File: src/rtl/xor_packet_deframer_responder_assert.svh
// Assertion macros shared by the deframer/responder modules.
// Each macro expects clk_i and rst_ni in the scope where it is used.
`ifndef XOR_PACKET_DEFRAMER_RESPONDER_ASSERT_SVH
`define XOR_PACKET_DEFRAMER_RESPONDER_ASSERT_SVH

// Checks a property at every rising clock edge outside of reset.
`define XPDR_ASSERT(lbl, prop, msg) \
  lbl: assert property (@(posedge clk_i) disable iff (!rst_ni) (prop)) else $error(msg);

// Checks an implication at every rising clock edge outside of reset.
`define XPDR_ASSERT_IMPL(lbl, pre, post, msg) \
  lbl: assert property (@(posedge clk_i) disable iff (!rst_ni) (pre) |-> (post)) \
    else $error(msg);

`endif

File: src/rtl/xpdr_pkg.sv
// Package of the XOR packet deframer/responder: command codes, packet
// selectors, configuration indexes and the command descriptor type.
package xpdr_pkg;

  localparam logic [7:0] ACK_BIT     = 8'h80;
  localparam logic [7:0] CMD_STARTUP = 8'h04;
  localparam logic [7:0] CMD_VERSION = 8'h09;
  localparam logic [7:0] CMD_NUMBER  = 8'h0B;
  localparam logic [7:0] SUB_GET     = 8'h01;
  localparam logic [7:0] SUB_SET     = 8'h02;
  localparam logic [7:0] VERSION_TAG = 8'h76;

  // One bit per response packet, in the order the packets go out.
  localparam logic [3:0] PKT_STARTUP = 4'b0001;
  localparam logic [3:0] PKT_VERSION = 4'b0010;
  localparam logic [3:0] PKT_NUMBER  = 4'b0100;
  localparam logic [3:0] PKT_ACK     = 4'b1000;

  // Byte positions inside a five-byte packet.
  localparam logic [2:0] POS_CHECKSUM = 3'd4;

  localparam int unsigned CFG_IDX_W  = 2;
  localparam int unsigned CFG_DATA_W = 16;
  localparam logic [CFG_IDX_W-1:0] CFG_VERSION_MAJOR = 2'd0;
  localparam logic [CFG_IDX_W-1:0] CFG_VERSION_MINOR = 2'd1;
  localparam logic [CFG_IDX_W-1:0] CFG_INITIAL_NUM   = 2'd2;

  typedef struct packed {
    logic [7:0]  version_major;
    logic [7:0]  version_minor;
    logic [15:0] initial_number;
  } cfg_t;

  // Everything the back part needs to send the responses of one packet.
  typedef struct packed {
    logic [3:0]  pkt_mask;
    logic [7:0]  ack_cmd;
    logic [7:0]  p1;
    logic [7:0]  p2;
    logic [7:0]  p3;
    logic [15:0] number;
    logic [7:0]  version_major;
    logic [7:0]  version_minor;
  } cmd_t;

endpackage

File: src/rtl/xor_packet_deframer_responder.sv
// Top level of the XOR-checksummed five-byte packet deframer/responder.
// Holds the configuration registers; uses xpdr_front, xpdr_cmd_fifo, xpdr_back.
//
//   channel   direction  handshake            data
//   rx        in         push / full          rx_byte_i
//   tx        out        empty / pop          tx_byte_o, last_byte_o
//   config    in         cfg_we_i (no wait)   cfg_idx_i, cfg_wdata_i
//
// A received word is taken while push is high and full is low; full is high only while the
// descriptor queue (CmdDepth entries) is full.
// Responses leave one word per cycle from an output register while pop is held high;
// a packet enters the queue with its checksum word and is answered from the queue head.
// A stalled tx side stops only the back part until the queue fills.
// Reset is asynchronous, active low, and needs no clearing pass.
module xor_packet_deframer_responder import xpdr_pkg::*; #(
  parameter int unsigned CmdDepth = 2
) (
  input  logic                  clk_i,
  input  logic                  rst_ni,
  input  logic                  push,
  output logic                  full,
  input  logic [7:0]            rx_byte_i,
  output logic                  empty,
  input  logic                  pop,
  output logic [7:0]            tx_byte_o,
  output logic                  last_byte_o,
  input  logic                  cfg_we_i,
  input  logic [CFG_IDX_W-1:0]  cfg_idx_i,
  input  logic [CFG_DATA_W-1:0] cfg_wdata_i
);

  cfg_t cfg_q, cfg_d;
  cmd_t front_cmd, head_cmd;
  logic front_push, q_empty, q_pop, accept;

  always_comb begin
    cfg_d = cfg_q;
    if (cfg_we_i) begin
      unique case (cfg_idx_i)
        CFG_VERSION_MAJOR: cfg_d.version_major  = cfg_wdata_i[7:0];
        CFG_VERSION_MINOR: cfg_d.version_minor  = cfg_wdata_i[7:0];
        CFG_INITIAL_NUM:   cfg_d.initial_number = cfg_wdata_i;
        default: ;
      endcase
    end
  end

  always_ff @(posedge clk_i or negedge rst_ni) begin
    if (!rst_ni) begin
      cfg_q.version_major  <= 8'd1;
      cfg_q.version_minor  <= 8'd0;
      cfg_q.initial_number <= 16'd0;
    end else begin
      cfg_q <= cfg_d;
    end
  end

  assign accept = push && !full;

  xpdr_front u_front (
    .clk_i     (clk_i),
    .rst_ni    (rst_ni),
    .accept_i  (accept),
    .rx_byte_i (rx_byte_i),
    .cfg_i     (cfg_q),
    .push_o    (front_push),
    .cmd_o     (front_cmd)
  );

  xpdr_cmd_fifo #(
    .Depth (CmdDepth)
  ) u_cmd_fifo (
    .clk_i   (clk_i),
    .rst_ni  (rst_ni),
    .push_i  (front_push),
    .data_i  (front_cmd),
    .full_o  (full),
    .pop_i   (q_pop),
    .empty_o (q_empty),
    .data_o  (head_cmd)
  );

  xpdr_back u_back (
    .clk_i       (clk_i),
    .rst_ni      (rst_ni),
    .cmd_empty_i (q_empty),
    .cmd_i       (head_cmd),
    .cmd_pop_o   (q_pop),
    .empty_o     (empty),
    .pop_i       (pop),
    .tx_byte_o   (tx_byte_o),
    .last_byte_o (last_byte_o)
  );

endmodule

File: src/rtl/xpdr_front.sv
// Front part: frames received bytes into checksummed packets, decodes the
// command and writes a response descriptor. Depends on xpdr_pkg.
`include "xor_packet_deframer_responder_assert.svh"

module xpdr_front import xpdr_pkg::*; (
  input  logic       clk_i,
  input  logic       rst_ni,
  input  logic       accept_i,
  input  logic [7:0] rx_byte_i,
  input  cfg_t       cfg_i,
  output logic       push_o,
  output cmd_t       cmd_o
);

  logic [7:0]  win_q [4];
  logic [7:0]  win_d [4];
  logic [2:0]  pos_q, pos_d;
  logic [15:0] num_q, num_d;
  logic        num_set_q, num_set_d;

  logic        match;
  logic [7:0]  base_cmd;
  logic [3:0]  mask;
  logic        ok;
  logic        do_set;

  assign match    = (pos_q == POS_CHECKSUM) &&
                    ((win_q[0] ^ win_q[1] ^ win_q[2] ^ win_q[3]) == rx_byte_i);
  assign base_cmd = win_q[0] & ~ACK_BIT;

  always_comb begin
    mask   = '0;
    ok     = 1'b0;
    do_set = 1'b0;
    unique case (base_cmd)
      CMD_STARTUP: begin
        mask = PKT_STARTUP | PKT_VERSION | PKT_NUMBER;
        ok   = 1'b1;
      end
      CMD_VERSION: begin
        mask = PKT_VERSION;
        ok   = 1'b1;
      end
      CMD_NUMBER: begin
        if (win_q[1] == SUB_GET) begin
          mask = PKT_NUMBER;
          ok   = 1'b1;
        end else if (win_q[1] == SUB_SET) begin
          do_set = 1'b1;
          ok     = 1'b1;
        end
      end
      default: ;
    endcase
    if ((win_q[0] & ACK_BIT) != '0) begin
      mask = mask | PKT_ACK;
    end
  end

  always_comb begin
    win_d     = win_q;
    pos_d     = pos_q;
    num_d     = num_q;
    num_set_d = num_set_q;
    if (accept_i) begin
      if (pos_q < POS_CHECKSUM) begin
        win_d[pos_q[1:0]] = rx_byte_i;
        pos_d             = pos_q + 3'd1;
      end else if (pos_q == POS_CHECKSUM) begin
        if (match) begin
          pos_d = '0;
          if (do_set) begin
            num_d     = {win_q[3], win_q[2]};
            num_set_d = 1'b1;
          end
        end else begin
          // Bad checksum: slide the window and try again on the next byte.
          win_d[0] = win_q[1];
          win_d[1] = win_q[2];
          win_d[2] = win_q[3];
          win_d[3] = rx_byte_i;
        end
      end else begin
        pos_d = '0;
      end
    end
  end

  always_ff @(posedge clk_i or negedge rst_ni) begin
    if (!rst_ni) begin
      win_q     <= '{default: '0};
      pos_q     <= '0;
      num_q     <= '0;
      num_set_q <= 1'b0;
    end else begin
      win_q     <= win_d;
      pos_q     <= pos_d;
      num_q     <= num_d;
      num_set_q <= num_set_d;
    end
  end

  // The number is resolved here so that later set commands do not reach
  // responses still waiting in the queue.
  assign push_o               = accept_i && match && (mask != '0);
  assign cmd_o.pkt_mask       = mask;
  assign cmd_o.ack_cmd        = ok ? (win_q[0] | ACK_BIT) : (win_q[0] & ~ACK_BIT);
  assign cmd_o.p1             = win_q[1];
  assign cmd_o.p2             = win_q[2];
  assign cmd_o.p3             = win_q[3];
  assign cmd_o.number         = num_set_q ? num_q : cfg_i.initial_number;
  assign cmd_o.version_major  = cfg_i.version_major;
  assign cmd_o.version_minor  = cfg_i.version_minor;

  `XPDR_ASSERT(a_pos_range, pos_q <= POS_CHECKSUM, "front: byte position out of range")

endmodule

File: src/rtl/xpdr_cmd_fifo.sv
// Short queue of response descriptors between the front and back parts.
// Depends on xpdr_pkg for the descriptor type.
`include "xor_packet_deframer_responder_assert.svh"

module xpdr_cmd_fifo import xpdr_pkg::*; #(
  parameter int unsigned Depth = 2
) (
  input  logic clk_i,
  input  logic rst_ni,
  input  logic push_i,
  input  cmd_t data_i,
  output logic full_o,
  input  logic pop_i,
  output logic empty_o,
  output cmd_t data_o
);

  localparam int unsigned PtrW = (Depth > 1) ? $clog2(Depth) : 1;
  localparam int unsigned CntW = $clog2(Depth + 1);
  localparam logic [PtrW-1:0] LastPtr = PtrW'(Depth - 1);

  cmd_t            mem_q [Depth];
  logic [PtrW-1:0] wr_q, wr_d, rd_q, rd_d;
  logic [CntW-1:0] cnt_q, cnt_d;
  logic            do_push, do_pop;

  assign full_o  = (cnt_q == CntW'(Depth));
  assign empty_o = (cnt_q == '0);
  assign do_push = push_i && !full_o;
  assign do_pop  = pop_i && !empty_o;
  assign data_o  = mem_q[rd_q];

  always_comb begin
    wr_d  = wr_q;
    rd_d  = rd_q;
    cnt_d = cnt_q;
    if (do_push) begin
      wr_d = (wr_q == LastPtr) ? '0 : wr_q + PtrW'(1);
    end
    if (do_pop) begin
      rd_d = (rd_q == LastPtr) ? '0 : rd_q + PtrW'(1);
    end
    if (do_push && !do_pop) begin
      cnt_d = cnt_q + CntW'(1);
    end else if (do_pop && !do_push) begin
      cnt_d = cnt_q - CntW'(1);
    end
  end

  always_ff @(posedge clk_i or negedge rst_ni) begin
    if (!rst_ni) begin
      wr_q  <= '0;
      rd_q  <= '0;
      cnt_q <= '0;
    end else begin
      wr_q  <= wr_d;
      rd_q  <= rd_d;
      cnt_q <= cnt_d;
    end
  end

  always_ff @(posedge clk_i) begin
    if (do_push) begin
      mem_q[wr_q] <= data_i;
    end
  end

  `XPDR_ASSERT(a_cnt_range, cnt_q <= CntW'(Depth), "fifo: count above depth")
  `XPDR_ASSERT(a_no_overflow, !(push_i && full_o), "fifo: push while full")

endmodule

File: src/rtl/xpdr_back.sv
// Back part: walks the packets of the descriptor at the queue head and
// sends one byte a cycle while pop keeps the output register free. Depends on xpdr_pkg.
`include "xor_packet_deframer_responder_assert.svh"

module xpdr_back import xpdr_pkg::*; (
  input  logic       clk_i,
  input  logic       rst_ni,
  input  logic       cmd_empty_i,
  input  cmd_t       cmd_i,
  output logic       cmd_pop_o,
  output logic       empty_o,
  input  logic       pop_i,
  output logic [7:0] tx_byte_o,
  output logic       last_byte_o
);

  logic       busy_q, busy_d;
  logic [3:0] rem_q, rem_d;
  logic [2:0] idx_q, idx_d;
  logic       out_valid_q;
  logic [7:0] tx_q;
  logic       last_q;

  logic [3:0] eff_mask, cur, next_rem;
  logic [7:0] b0, b1, b2, b3, byte_sel;
  logic       load, emit, end_pkt, last_word;

  // While a descriptor is in progress the remaining packets are held in
  // rem_q; a fresh descriptor starts from its own mask.
  assign eff_mask = busy_q ? rem_q : cmd_i.pkt_mask;
  assign cur      = eff_mask & (~eff_mask + 4'd1);
  assign next_rem = eff_mask & ~cur;

  always_comb begin
    unique case (cur)
      PKT_STARTUP: begin
        b0 = CMD_STARTUP; b1 = '0; b2 = '0; b3 = '0;
      end
      PKT_VERSION: begin
        b0 = CMD_VERSION; b1 = VERSION_TAG;
        b2 = cmd_i.version_major; b3 = cmd_i.version_minor;
      end
      PKT_NUMBER: begin
        b0 = CMD_NUMBER; b1 = SUB_GET;
        b2 = cmd_i.number[7:0]; b3 = cmd_i.number[15:8];
      end
      PKT_ACK: begin
        b0 = cmd_i.ack_cmd; b1 = cmd_i.p1; b2 = cmd_i.p2; b3 = cmd_i.p3;
      end
      default: begin
        b0 = '0; b1 = '0; b2 = '0; b3 = '0;
      end
    endcase
  end

  always_comb begin
    case (idx_q)
      3'd0:    byte_sel = b0;
      3'd1:    byte_sel = b1;
      3'd2:    byte_sel = b2;
      3'd3:    byte_sel = b3;
      default: byte_sel = b0 ^ b1 ^ b2 ^ b3;
    endcase
  end

  assign load      = !out_valid_q || pop_i;
  assign emit      = load && !cmd_empty_i;
  assign end_pkt   = (idx_q == POS_CHECKSUM);
  assign last_word = end_pkt && (next_rem == '0);
  assign cmd_pop_o = emit && last_word;

  always_comb begin
    busy_d = busy_q;
    rem_d  = rem_q;
    idx_d  = idx_q;
    if (emit) begin
      if (end_pkt) begin
        idx_d  = '0;
        rem_d  = next_rem;
        busy_d = !last_word;
      end else begin
        idx_d  = idx_q + 3'd1;
        rem_d  = eff_mask;
        busy_d = 1'b1;
      end
    end
  end

  always_ff @(posedge clk_i or negedge rst_ni) begin
    if (!rst_ni) begin
      busy_q      <= 1'b0;
      rem_q       <= '0;
      idx_q       <= '0;
      out_valid_q <= 1'b0;
    end else begin
      busy_q <= busy_d;
      rem_q  <= rem_d;
      idx_q  <= idx_d;
      if (load) begin
        out_valid_q <= emit;
      end
    end
  end

  always_ff @(posedge clk_i) begin
    if (emit) begin
      tx_q   <= byte_sel;
      last_q <= last_word;
    end
  end

  assign empty_o     = !out_valid_q;
  assign tx_byte_o   = tx_q;
  assign last_byte_o = last_q;

  `XPDR_ASSERT_IMPL(a_busy_has_cmd, busy_q, !cmd_empty_i,
                    "back: descriptor left the queue before its last word")
  `XPDR_ASSERT(a_idx_range, idx_q <= POS_CHECKSUM, "back: byte index out of range")

endmodule

File: config.mk
export PLATFORM = sky130hd
export DESIGN_NAME = xor_packet_deframer_responder
export DESIGN_NICKNAME = d
export VERILOG_FILES = /design/src/rtl/xpdr_pkg.sv /design/src/rtl/xor_packet_deframer_responder.sv /design/src/rtl/xpdr_front.sv /design/src/rtl/xpdr_cmd_fifo.sv /design/src/rtl/xpdr_back.sv
export VERILOG_INCLUDE_DIRS = /design/src /design/src/rtl
export SDC_FILE = /design/constraint.sdc
export NUM_CORES = 1
export LEC_CHECK = 0
export ABC_AREA = 1
export BUFFER_PORTS_ARGS = -buffer_cell sky130_fd_sc_hd__buf_2
export CAP_MARGIN = 20
export CORE_MARGIN = 3
export CORE_UTILIZATION = 55
export DETAILED_ROUTE_END_ITERATION = 10
export GPL_ROUTABILITY_DRIVEN = 0
export PLACE_DENSITY = 0.71
export SYNTH_ARGS = -nofsm -noshare
export SYNTH_HDL_FRONTEND = slang
export SYNTH_HIERARCHICAL = 1
export SYNTH_SLANG_ARGS = --single-unit
File: constraint.sdc
create_clock -name clk_i -period 8.35 [get_ports clk_i]
set_clock_uncertainty 0.2 [all_clocks]
set_input_delay 1.67 -clock clk_i [delete_from_list [all_inputs] [get_ports clk_i]]
set_output_delay 1.67 -clock clk_i [all_outputs]
set_load 0.005 [all_outputs]
==> reports/metrics.sh, run 1 <==
RUN_STATUS='complete, no violations'
GRT_START_MAX_NET_PINS=71
DRCVIOLATIONCOUNT=0
MAX_CLOCK_FREQ_MHz=240
POST_ROUTE_CELLS_DRIVE_ABOVE_1_SHARE_PCT=11.6
CRITPATHARRIVALTIME_PS=4240
CTS.REPAIR_TIMING.SETUP_BUFFER_COUNT=0
CORE.ROWCOUNT=54
INSERTEDDIODECOUNT=0
CRITPATHLAUNCHTYPE='register'
NETLIST-CELL-TYPE-COUNT=40
GR-TOTAL-OVERFLOW=0
FIRST_GLOBAL_VIAS=8611
CLOCK_SLEW_AT_REPORTED_PATH_FFS_PS=60
LAYOUT.AREA.SEQ_MM2=0.00678
GRT.TOTAL_USAGE_PCT=23.4
DRT-TOTAL-WL_UM=28200
CTS_MAX_LEVEL=1
SYNTH.YOSYS.WARNINGS=6
PORT_BUFFERS=41
ROUTE.TOP_LAYER_USED='met4'
AVG_CELL_AREA_SYN_UM2=8.56
HOLD_BUFFERS=0
LAYOUT.CELLS.NON_FILLER=1753
VIAS=9332
VIA_PER_INST=5.32
NETLIST_TOP_CELLS_AREA='sky130_fd_sc_hd__edfxtp_1 35%, sky130_fd_sc_hd__nand2_1 20%, sky130_fd_sc_hd__dfrtp_1 20%'
MULTIINPUTGATEAREA_MM2=0.00452
SETUP_TNS_PS=0
CLOCKBUFFERDEPTH=3
WORST-PATH-MAX-FANOUT=70
CLOCK_TREE_FROM_TRITONCTS='yes'
CLK_LATENCY_PS=540
CLOCK_SINK_COUNT=242
DESIGN.DIE.AREA_MM2=0.0242
FP.DIEW_UM=156
DETAIL_ROUTE.WIRELENGTH.MET1_UM=12800
ROUTE.MET3.WL_UM=1720
SYNTH_SEQ_AREA_SHARE_PCT=55.1
YOSYS.AREA.TOP_TYPE='sky130_fd_sc_hd__edfxtp_1'
ROOT_BUFFER='sky130_fd_sc_hd__clkbuf_16'
SYNTH-SEQ-CELLS=242
CORE-AREA_MM2=0.0219
DRT-INITIAL-DRC-COUNT=749
SYNTH_AREA_MM2=0.0123
INITIAL_CORE_UTIL_PCT=56.3
AREA.GROWTH.SYNTH_TO_FINAL_PCT=8.55
FINAL_HOLD_VIOLATION_COUNT=0
MAPPEDNETLISTNETS=1481
FINALNETCOUNT=1494
ROUTED-WL-MET2_UM=12800
FINALCRITPERIODSHARE_PCT=49.8
IOS=42
WORST_IR_DROP_VDD_mV=0.210
ROUTED_WIRE_LENGTH_PER_INSTANCE_UM=16.1
P_PER_AREA_mW_PER_MM2=278
SETUP_VIOL=0
PERIOD_NEEDED_PS=4160
WORST_SETUP_PATH_END_KIND='register'
GRT_ANTENNA_BEFORE_REPAIR=0
FINAL.FILL_COUNT=1921
PLACE.DETAILED.INSTANCES=1705
MAX_SLEW_MARGIN_PCT=33.2
ANTENNA_VIOLATING_NETS_POST_ROUTE=0
WORST_PIN_SLEW_PS=994
SYNTH.TOP_CELL.AREA_SHARE_PCT=35.3
UNREPAIRED_SETUP_ENDPOINTS_AFTER_GLOBAL_ROUTING='false'
WORST-SETUP-PATH-TYPE='reg2reg'
CRIT_REQUIRED_PS=8430
GRT_PASS1_WL_UM=45300
CHIPHEIGHT_UM=156
STATIC-LEAKAGE-POWER_uW=0.00637
TIMING.HOLD.WORST.CLASS='reg2reg'
FINAL_MAX_SLEW_VIOL_COUNT=0
DRT-PASS1-ITER-COUNT=5
SUM_OF_NET_HALF_PERIMETERS_AFTER_DETAILED_PLACEMENT_UM=19600
MAX_CAP_VIOLATIONS=0
SYNTHCELLS=1440
CTS_REPAIR_RESIZE_COUNT=0
CTS_MADE_BUFFERS=26
## worst max-delay path: stages, from the launching register on
cell and delay, ps:
sky130_fd_sc_hd__dfrtp_2 340, sky130_fd_sc_hd__buf_4 590, sky130_fd_sc_hd__inv_4 460, sky130_fd_sc_hd__nand2_1 160, sky130_fd_sc_hd__nand2_1 90, sky130_fd_sc_hd__nand2_2 100, sky130_fd_sc_hd__nand2_4 80, sky130_fd_sc_hd__nand2_1 550
sky130_fd_sc_hd__inv_1 420, sky130_fd_sc_hd__nand2_1 140, sky130_fd_sc_hd__o21ai_0 180, sky130_fd_sc_hd__nor2_1 190, sky130_fd_sc_hd__nand2_1 90, sky130_fd_sc_hd__nand3_1 90, sky130_fd_sc_hd__nand2_1 50, sky130_fd_sc_hd__nand2_1 50
sky130_fd_sc_hd__nand2_1 80
## cell usage in the layout, fill, tap and decap left out, types with 5 or more instances in the layout
master | synthesis | final
sky130_fd_sc_hd__inv_2 | 16 | 17
sky130_fd_sc_hd__inv_1 | 131 | 130
sky130_fd_sc_hd__nand2_2 | 19 | 19
sky130_fd_sc_hd__nand2_1 | 651 | 651
sky130_fd_sc_hd__buf_4 | 27 | 6
sky130_fd_sc_hd__nor2_2 | 5 | 5
sky130_fd_sc_hd__nand3_1 | 71 | 71
sky130_fd_sc_hd__xnor2_1 | 6 | 6
sky130_fd_sc_hd__nor2_1 | 56 | 55
sky130_fd_sc_hd__edfxtp_1 | 145 | 145
sky130_fd_sc_hd__clkbuf_8 | 0 | 5
sky130_fd_sc_hd__o21ai_0 | 37 | 37
sky130_fd_sc_hd__buf_2 | 13 | 40
sky130_fd_sc_hd__o21ai_1 | 6 | 6
sky130_fd_sc_hd__clkinv_2 | 0 | 5
sky130_fd_sc_hd__o22ai_1 | 16 | 16
sky130_fd_sc_hd__nor3_1 | 7 | 7
sky130_fd_sc_hd__o21ai_2 | 17 | 17
sky130_fd_sc_hd__nand3b_1 | 7 | 7
sky130_fd_sc_hd__nor2_4 | 6 | 7
sky130_fd_sc_hd__ha_1 | 10 | 10
sky130_fd_sc_hd__clkbuf_16 | 0 | 28
sky130_fd_sc_hd__a21oi_1 | 9 | 9
sky130_fd_sc_hd__dfrtp_1 | 96 | 95
sky130_fd_sc_hd__nand4_1 | 35 | 35
## Yosys cell counts (all sizes together)
cell	instances
edfxtp	145
o2bb2ai	1
o211ai	3
nor2	69
nand3b	7
nand2	672
ha	10
o22ai	16
nor3	7
o31ai	3
a31oi	1
clkinv	3
dfstp	1
xor2	4
xnor2	6
nand3	77
nand4	35
nor4	4
a21oi	9
o21ai	60
dfrtp	96
o31a	1
inv	149
buf	54
clkbuf	7
## flip-flops by register name, summed over array words and instances, names as in the netlist, 4 cells and up
register	cells
u_front/num_q	16
u_back/rem_q	4
cfg_q	32
u_front/base_cmd	7
u_cmd_fifo/mem_q	136
u_front/cmd_o	24
u_back/tx_byte_o	8
## final timing paths
check	cells after the start	start	endpoint	slack (ps)
max in group asynchronous	2	rst_ni	cfg_q[12]	5830
max	16	u_cmd_fifo/rd_q	u_back/tx_byte_o[5]	4190
min	2	cfg_q[11]	cfg_q[11]	270
min in group asynchronous	1	rst_ni	u_back/rem_q[0]	930
max reg2reg	16	u_cmd_fifo/rd_q	u_back/tx_byte_o[5]	4190
min reg2reg	2	cfg_q[11]	cfg_q[11]	270
## power by group
part           leakage, uW  internal, uW  switching [uW]  total (uW)
Clock             0.000443           692             472        1160
Combinational      0.00336           284             644         927
Sequential         0.00257          1440             185        1620
Total              0.00637          2410            1300        3720
## per-layer routing
metal  up-vias  track usage, %
li1       4630               -
met1      4324            34.9
met2       322            36.7
met3        56            2.97
met4         0            6.71
met5         -               0
## stage by stage
step / setup slack [ps] / cell area, um^2 / hold slack [ps] / power [uW] / utilization (%)
6_report: 4190 / 13400 / 271 / 3720 / 61.1
5_1_grt: 3850 / 13400 / 296 / 3930 / 61.1
4_1_cts: 4220 / 13400 / 274 / 3720 / 61.1
3_5_place_dp: 3830 / 12500 / 259 / 2550 / 57.0
3_3_place_gp: 3930 / 12500 / 257 / 2530 / 57.0
2_1_floorplan: 2150 / 12300 / 242 / 2300 / -
## kinds of logic after synthesis
kind of cell,share of synthesized area (%)
XOR/XNOR,0.711
buffers and inverters,8.28
flip-flops,55.1
AND/OR/NAND/NOR,30.2
adder cells (fa/ha/maj),1.02
AO/OA/AOI/OAI,4.69
## cell type report
type                       instances  area share (%)
tap                              280            2.62
inverter                         152            4.30
multi-input combinational        985            33.8
timing repair buffer              46            1.83
clock inverter                    12           0.814
clock buffer                      36            5.87
sequential                       242            50.7
(Power assumes the default switching activity.)
==> run 2: changes to the inputs <==
--- a/config.mk
+++ b/config.mk
@@ -13,7 +13,7 @@
 export CORE_UTILIZATION = 55
 export DETAILED_ROUTE_END_ITERATION = 10
 export GPL_ROUTABILITY_DRIVEN = 0
-export PLACE_DENSITY = 0.71
+export PLACE_DENSITY = 0.74
 export SYNTH_ARGS = -nofsm -noshare
 export SYNTH_HDL_FRONTEND = slang
 export SYNTH_HIERARCHICAL = 1
==> constraint.sdc (replaced) <==
create_clock -name clk_i -period 3.65 [get_ports clk_i]
set_clock_uncertainty 0.2 [all_clocks]
set_input_delay 0.73 -clock clk_i [delete_from_list [all_inputs] [get_ports clk_i]]
set_output_delay 0.73 -clock clk_i [all_outputs]
set_load 0.005 [all_outputs]
==> run 2 against run 1 <==
Net effect: the flow now finishes with violations (hold timing); register-to-register slack worse by 3600 ps; setup slack got worse by 3600 ps; power grew 120%; final cell count grew 0.57%; largest power group unchanged; global-route usage is 0.28 points lower.
==> reports/metrics.sh, run 2 (same netlist as run 1, synthesis figures left out) <==
WORST_PIN_SLEW_PS=928  # -66.2 ps
ROUTED_WIRE_LENGTH_PER_INSTANCE_UM=15.9  # -0.91%
CHIPHEIGHT_UM=156  # unchanged
HOLD-WORST-SLACK_PS=-0.0978  # -271 ps
MAX_SLEW_MARGIN_PCT=37.7  # +4.4 points
WORST_PATH_LARGEST_CELL_DELAY_PS=510  # -80 ps
FINAL_CELL_MIX='651 x sky130_fd_sc_hd__nand2_1, 145 x sky130_fd_sc_hd__edfxtp_1, 130 x sky130_fd_sc_hd__inv_1'
DRT-INITIAL-DRC-COUNT=712  # -4.9%
PATH_BUF_INV=4  # +1
HOLD_BUFFERS=0  # unchanged
POST_ROUTE_CELLS_DRIVE_ABOVE_1_SHARE_PCT=11.9  # +0.26 points
WORST_SETUP_PATH_END_KIND='register'
WORST_IR_DROP_VDD_mV=0.513  # +140%
INSERTEDDIODECOUNT=0  # unchanged
LARGEST_REG_FLOPS=136  # unchanged
CRITPATHARRIVALTIME_PS=3040  # -1200 ps
CLK_LATENCY_PS=540  # about the same
CTS_MAX_LEVEL=1  # unchanged
WORST-SETUP-PATH-TYPE='reg2reg'
CLOCKBUFFERDEPTH=3  # unchanged
MAX_CAP_VIOLATIONS=0  # unchanged
GR-TOTAL-OVERFLOW=0  # unchanged
P_PER_AREA_mW_PER_MM2=620  # +120%
STATIC-LEAKAGE-POWER_uW=0.00639  # +0.20%
FINAL_HOLD_VIOLATION_COUNT=1  # +1
DRT-TOTAL-WL_UM=28100  # -0.35%
PERIOD_NEEDED_PS=3040  # -1120 ps
CLOCK_TREE_FROM_TRITONCTS='yes'
GRT_ANTENNA_BEFORE_REPAIR=0  # unchanged
FINALNETCOUNT=1506  # +0.80%
FIRST_GLOBAL_VIAS=8902  # +3.4%
CORE.ROWCOUNT=54  # unchanged
VIA_PER_INST=5.35  # +0.53%
VIAS=9435  # +1.1%
CRIT_REQUIRED_PS=3650  # -4780 ps
PORT_BUFFERS=41  # unchanged
UNREPAIRED_SETUP_ENDPOINTS_AFTER_GLOBAL_ROUTING='false'
IOS=42  # unchanged
MAX_CLOCK_FREQ_MHz=328  # +37%
CTS_REPAIR_RESIZE_COUNT=0  # unchanged
ANTENNA_VIOLATING_NETS_POST_ROUTE=0  # unchanged
CRITICAL_PATH.TOP_DELAY_FAMILY='simple AND/OR/NAND/NOR gates'
GRT.TOTAL_USAGE_PCT=23.2  # -0.28 points
CLOCK_SLEW_AT_REPORTED_PATH_FFS_PS=60  # about the same
CRIT_CHAIN='inv_1 > nand2_1 > nand2_1 > nand2_1 > nand3_1 > nand2_1 > nand3_2 > nor2_4 > nand3_4 > nor2_4 > o31a_1 > inv_1 > nor2_1 > nand2_1 > clkinvlp_4 > buf_12'
WORST-R2R-SETUP-SLACK_PS=610  # -3580 ps
INITIAL_CORE_UTIL_PCT=56.3  # unchanged
CLOCK_SINK_COUNT=242  # unchanged
VIOLATIONS_IN_THE_FINAL_REPORTS='hold timing'
CRITPATHLAUNCHTYPE='register'
CTS_MADE_BUFFERS=25  # -3.8%
WORST-PATH-MAX-FANOUT=33  # -53%
AREA.GROWTH.SYNTH_TO_FINAL_PCT=8.92
WORST_PATH_MAX_DELAY_CELL='sky130_fd_sc_hd__dfrtp_1'
LAYOUT.CELLS.MOST_COMMON='sky130_fd_sc_hd__nand2_1'
RUN_STATUS='finished with violations'
DRCVIOLATIONCOUNT=0  # unchanged
SUM_OF_NET_HALF_PERIMETERS_AFTER_DETAILED_PLACEMENT_UM=20100  # +2.5%
DRT-PASS1-ITER-COUNT=5  # unchanged
GRT_PASS1_WL_UM=44800  # -1.0%
SETUP_TNS_PS=0  # unchanged
CORE-AREA_MM2=0.0219  # unchanged
DESIGN.DIE.AREA_MM2=0.0242  # unchanged
PLACED_CELL_AREA_MM2=0.0126  # +1.2%
PATH_COMMON_CELL='sky130_fd_sc_hd__nand2_1'
SETUP_VIOL=0  # unchanged
FINALCRITPERIODSHARE_PCT=83.4  # +34 points
ROOT_BUFFER='sky130_fd_sc_hd__clkbuf_16'
GRT_START_MAX_NET_PINS=62  # -13%
CTS.REPAIR_TIMING.SETUP_BUFFER_COUNT=0  # unchanged
TIMING.HOLD.WORST.CLASS='in2async'
FP.DIEW_UM=156  # unchanged
FIN_AREA_MM2=0.0134  # +0.34%
REGISTER_WITH_THE_HIGHEST_FLOP_COUNT='u_cmd_fifo/mem_q'
FINAL_MAX_SLEW_VIOL_COUNT=0  # unchanged
-- run 2: cell types whose count changed in the layout (fill, tap and decap cells not counted), moves of 2 or more --
cell	delta
sky130_fd_sc_hd__clkbuf_8	-4
sky130_fd_sc_hd__clkbuf_16	-2
sky130_fd_sc_hd__buf_4	+9
sky130_fd_sc_hd__buf_12	+4
sky130_fd_sc_hd__clkbuf_1	+5
sky130_fd_sc_hd__inv_6	-2
sky130_fd_sc_hd__clkinv_2	+2
-- run 2: final timing paths --
check	start	end	cells after the start
worst max-delay path	u_front/cmd_o[41]	u_cmd_fifo/mem_q[0][60]	16
worst min-delay path	rst_ni	cfg_q[12]	1
worst max register to register	u_front/cmd_o[41]	u_cmd_fifo/mem_q[0][60]	16
worst min register to register	cfg_q[24]	cfg_q[24]	2
max in group asynchronous	rst_ni	cfg_q[24]	2
min in group clk_i	pop	u_back/out_valid_q	2
-- run 2: layer usage --
| metal | global-route usage [%] | part of all wire, % |
|---|---|---|
| met5 | 0 | 0 |
| met4 | 6.96 | 2.5 |
| met3 | 3.19 | 7.1 |
| met1 | 32.3 | 43 |
| met2 | 38.3 | 47 |
-- run 2: per-stage QoR --
step / hold WS [ps] / setup WS [ps] / instances / util (%) / power (uW)
global placement: 253 / 464 / 1718 / 57.7 / 5840
global route: 43.4 / 369 / 1763 / 61.3 / 8780
detailed placement: 263 / 421 / 1718 / 57.7 / 5900
floorplan: 234 / 238 / 1440 / - / 5270
CTS: 32.2 / 629 / 1763 / 61.3 / 8310
finish: -0.0978 / 606 / 1763 / 61.3 / 8320
-- run 2: report_power, final --
part / internal [uW] / switching, uW
clock network: 1400 / 1010
registers: 3290 / 429
logic: 681 / 1500
total: 5380 / 2940
-- run 2: layout make-up --
| type | instances | area (um^2) |
|---|---|---|
| Inverter | 152 | 579 |
| Sequential cell | 242 | 6780 |
| Timing Repair Buffer | 59 | 393 |
| Fill cell | 1852 | 8470 |
| Tap cell | 280 | 350 |
| Multi-Input combinational cell | 985 | 4520 |
| Clock inverter | 11 | 96.3 |
| Clock buffer | 34 | 691 |
==> run 3: changes to the inputs <==
--- a/config.mk
+++ b/config.mk
@@ -6,7 +6,7 @@
 export SDC_FILE = /design/constraint.sdc
 export NUM_CORES = 1
 export LEC_CHECK = 0
-export ABC_AREA = 1
+export ABC_AREA = 0
 export BUFFER_PORTS_ARGS = -buffer_cell sky130_fd_sc_hd__buf_2
 export CAP_MARGIN = 20
 export CORE_MARGIN = 3
==> constraint.sdc (replaced) <==
create_clock -name clk_i -period 2.5 [get_ports clk_i]
set_clock_uncertainty 0.2 [all_clocks]
set_input_delay 0.5 -clock clk_i [delete_from_list [all_inputs] [get_ports clk_i]]
set_output_delay 0.5 -clock clk_i [all_outputs]
set_load 0.005 [all_outputs]
==> run 3 against run 2 <==
Net effect: the flow finishes with violations (setup timing); synthesized area shrank 3.3%; sequential power grew 42%; setup slack lost 940 ps.
==> reports/metrics.sh, run 3 <==
RUN_STATUS='finished with violations'
VIOLATIONS_IN_THE_FINAL_REPORTS='setup timing'
YOSYS.AREA.TOP_TYPE='sky130_fd_sc_hd__edfxtp_1'
SETUP_VIOL=175  # +175
GR-USAGE-MET3_PCT=4.53  # +1.3 points
REGISTER_WITH_THE_HIGHEST_FLOP_COUNT='u_cmd_fifo/mem_q'
SETUP_TNS_PS=-30140  # -30140 ps
FINAL_MAX_SLEW_VIOL_COUNT=0  # unchanged
FINAL.FILL_COUNT=1314  # -29%
SYNTH_AREA_MM2=0.0119  # -3.3%
GRT_BUSIEST_LAYER='met2'
UNREPAIRED_SETUP_ENDPOINTS_AFTER_GLOBAL_ROUTING='true'
SYNTHCELLS=882  # -39%
SYNTH_FF_TYPE='sky130_fd_sc_hd__edfxtp_1'
LAYOUT.CELLS.MOST_COMMON='sky130_fd_sc_hd__buf_4'
WORST-SETUP-PATH-TYPE='reg2reg'
FP.DIEW_UM=153  # -1.6%
POSTLAYOUTSETUPSLACKWORST_PS=-338  # -943 ps
INSERTEDDIODECOUNT=0  # unchanged
CLOCK_SINK_COUNT=242  # unchanged
PORT_BUFFERS=41  # unchanged
WORST_PIN_SLEW_PS=615  # -313 ps
WORST_IR_DROP_VDD_mV=0.621  # +21%
MAX_CAP_VIOLATIONS=0  # unchanged
LAYOUT.CORE_UTILIZATION_PCT=72.0  # +11 points
MAPPEDNETLISTNETS=923  # -38%
P_PER_AREA_mW_PER_MM2=1010  # +63%
SYNTHMOSTINSTANTIATEDCELL='sky130_fd_sc_hd__edfxtp_1'
CRITPATHARRIVALTIME_PS=2910  # -130 ps
FINAL_CELL_MIX='153 x sky130_fd_sc_hd__buf_4, 145 x sky130_fd_sc_hd__edfxtp_1, 110 x sky130_fd_sc_hd__mux2_2'
SUM_OF_NET_HALF_PERIMETERS_AFTER_DETAILED_PLACEMENT_UM=20600  # +2.8%
SYNTH_SEQ_AREA_SHARE_PCT=56.9  # +1.9 points
TIMING.HOLD.WORST.CLASS='in2reg'
GRT_START_MAX_NET_PINS=41  # -34%
NETSWITCHINGFRACTION_PCT=33.4  # -2.0 points
CTS_MADE_BUFFERS=26  # +4.0%
NETLIST_TOP_CELLS_AREA='sky130_fd_sc_hd__edfxtp_1 37%, sky130_fd_sc_hd__dfrtp_1 20%, sky130_fd_sc_hd__mux2_2 11%'
DRCVIOLATIONCOUNT=0  # unchanged
DRT-TOTAL-WL_UM=31700  # +13%
STATIC-LEAKAGE-POWER_uW=0.00621  # -2.7%
VIA_PER_INST=6.19  # +16%
AVG_CELL_AREA_SYN_UM2=13.5  # +58%
MAX_SLEW_MARGIN_PCT=58.9  # +21 points
COMB_POWER_SHARE_PCT=39.6  # +13 points
WORST-PATH-MAX-FANOUT=5  # -85%
GLOBALROUTEMET1UTIL_PCT=34.4  # +2.1 points
ROOT_BUFFER='sky130_fd_sc_hd__clkbuf_16'
DRT-INITIAL-DRC-COUNT=966  # +36%
ASYNC_SR_FLOP_FRACTION_PCT=40.1  # unchanged
INTERNAL-POWER_uW=10200  # +90%
IOS=42  # unchanged
CORE.ROWCOUNT=53  # -1.9%
GRT_ANTENNA_BEFORE_REPAIR=0  # unchanged
SYNTH.TOP_CELL.AREA_SHARE_PCT=36.5  # +1.2 points
CLK_LATENCY_PS=530  # about the same
WORST_SETUP_PATH_END_KIND='register'
GRTUSAGEMET2_PCT=40.4  # +2.1 points
DRT-PASS1-ITER-COUNT=5  # unchanged
CHIPHEIGHT_UM=153  # -1.6%
PWR-SHARE-CLK_PCT=25.9  # -3.1 points
MOST_FREQUENT_CELLS_AFTER_SYNTHESIS='145 x sky130_fd_sc_hd__edfxtp_1, 115 x sky130_fd_sc_hd__mux2_2, 96 x sky130_fd_sc_hd__dfrtp_1'
LARGEST_REG_FLOPS=136  # unchanged
FINAL_HOLD_VIOLATION_COUNT=0  # -1
POWER.TOTAL_uW=15300  # +85%
CLOCK_SLEW_AT_REPORTED_PATH_FFS_PS=60  # about the same
CRITPATHLAUNCHTYPE='register'
GRT_PASS1_WL_UM=46900  # +4.5%
POST_SYNTH_EDFFS=145  # unchanged
SYNTH.YOSYS.WARNINGS=6  # unchanged
NETLIST-CELL-TYPE-COUNT=76  # +90%
PERIOD_NEEDED_PS=2840  # -207 ps
ROUTED_WIRE_LENGTH_PER_INSTANCE_UM=23.0  # +44%
CRIT_REQUIRED_PS=2570  # -1080 ps
FIRST_GLOBAL_VIAS=8440  # -5.2%
CORE-AREA_MM2=0.0212  # -3.4%
WORSTHOLDPATHCELLS=2
NET-SWITCHING-POWER_uW=5130  # +74%
GR-TOTAL-OVERFLOW=0  # unchanged
POST_ROUTE_CELLS_DRIVE_ABOVE_1_SHARE_PCT=43.2  # +31 points
FINALCRITPERIODSHARE_PCT=114  # +30 points
VIAS=8551  # -9.4%
CTS_MAX_LEVEL=1  # unchanged
AREA.GROWTH.SYNTH_TO_FINAL_PCT=27.9
CLOCK_TREE_FROM_TRITONCTS='yes'
ANTENNA_VIOLATING_NETS_POST_ROUTE=0  # unchanged
MAX_CLOCK_FREQ_MHz=352  # +7.3%
INITIAL_CORE_UTIL_PCT=56.3  # about the same
FINALNETCOUNT=1128  # -25%
SYNTH-SEQ-CELLS=242  # unchanged
DESIGN.DIE.AREA_MM2=0.0235  # -3.2%
POWER_FRAC_SEQ_PCT=34.6  # -10 points
CLOCKBUFFERDEPTH=3  # unchanged
REG2REG_DEPTH=8  # -8
GRT.TOTAL_USAGE_PCT=25.1  # +2.0 points
-- run 3: cell types whose count changed after synthesis, sizes merged, moves of 16 or more --
| cell | previous run | this run |
|---|---|---|
| nand3 | 77 | 9 |
| o21ai | 60 | 21 |
| mux2 | 0 | 135 |
| xnor2 | 6 | 22 |
| inv | 149 | 41 |
| a221o | 0 | 28 |
| nand4 | 35 | 2 |
| a21oi | 9 | 52 |
| o22ai | 16 | 34 |
| nand2 | 672 | 35 |
| a22oi | 0 | 20 |
| nor2 | 69 | 23 |
-- run 3: cell type report --
type | count | area (um^2) | share of cell area, %
Sequential cell | 242 | 6790 | 44.5
Multi-Input combinational cell | 535 | 4980 | 32.7
Timing Repair Buffer | 237 | 2050 | 13.5
Clock buffer | 36 | 761 | 4.99
Tap cell | 275 | 344 | 2.26
Inverter | 45 | 169 | 1.11
Clock inverter | 12 | 139 | 0.912
-- run 3: worst paths after layout --
path / start / to / slack, ps
worst max-delay path: u_cmd_fifo/rd_q / u_back/tx_byte_o[4] / -340
min in group asynchronous: rst_ni / u_back/rem_q[1] / 270
worst max register to register: u_cmd_fifo/rd_q / u_back/tx_byte_o[4] / -340
max in group asynchronous: rst_ni / cfg_q[24] / 1160
worst min register to register: cfg_q[20] / u_cmd_fifo/mem_q[0][4] / 270
worst min-delay path: cfg_wdata_i[11] / cfg_q[11] / 20
-- run 3: worst max-delay path, stage by stage, from the launching register on --
cell	delay [ps]
sky130_fd_sc_hd__dfrtp_2	450
sky130_fd_sc_hd__buf_12	140
sky130_fd_sc_hd__mux2_4	350
sky130_fd_sc_hd__buf_6	150
sky130_fd_sc_hd__a221o_1	370
sky130_fd_sc_hd__a32o_2	270
sky130_fd_sc_hd__xnor2_1	150
sky130_fd_sc_hd__or3_1	310
sky130_fd_sc_hd__and3_4	180
-- run 3: through the flow --
stage	instances	hold slack [ps]	area (um^2)	setup slack, ps
after global placement	1293	245	13600	-218
final	1382	17.4	15200	-338
after detailed placement	1293	259	13600	-283
after floorplan	882	4.41	12100	-1270
after global routing	1382	14.0	15200	-369
after CTS	1363	5.83	14800	-262
-- run 3: power by group through the flow --
stage | Sequential, uW | Clock [uW] | Combinational [uW]
after floorplan | 5470 | 0 | 3340
after global placement | 5330 | 0 | 5280
after detailed placement | 5360 | 0 | 5410
after CTS | 5290 | 4020 | 5660
after global routing | 5350 | 4170 | 6450
final | 5300 | 3970 | 6080
-- run 3: cell families (layout without fill, tap and decap cells) --
kind of cell | after synthesis | count (layout) | synth area share [%]
adder cells (fa/ha/maj) | 10 | 10 | 1.05
AND/OR/NAND/NOR | 125 | 125 | 6.10
multiplexers | 140 | 142 | 13.6
XOR/XNOR | 43 | 43 | 4.09
flip-flops | 242 | 242 | 56.9
AO/OA/AOI/OAI | 215 | 215 | 13.5
buffers and inverters | 107 | 330 | 4.81
-- run 3: what timing repair did --
action / CTS / global route
endpoints found under the hold margin: 32 / 0
setup buffers: 12 / 19
hold buffers: 8 / 0
gates cloned: 2 / 3
resized for setup: 21 / 57
pin swaps: 8 / 32
endpoints found under the setup margin: 180 / 187
-- run 3: metal layers --
layer	part of all wire, %	up-vias	routed length (um)
met3	8.5	107	2700
met2	47	466	15000
met1	40	4195	12700
met4	4.3	0	1370
li1	-	3783	-
met5	0	-	0
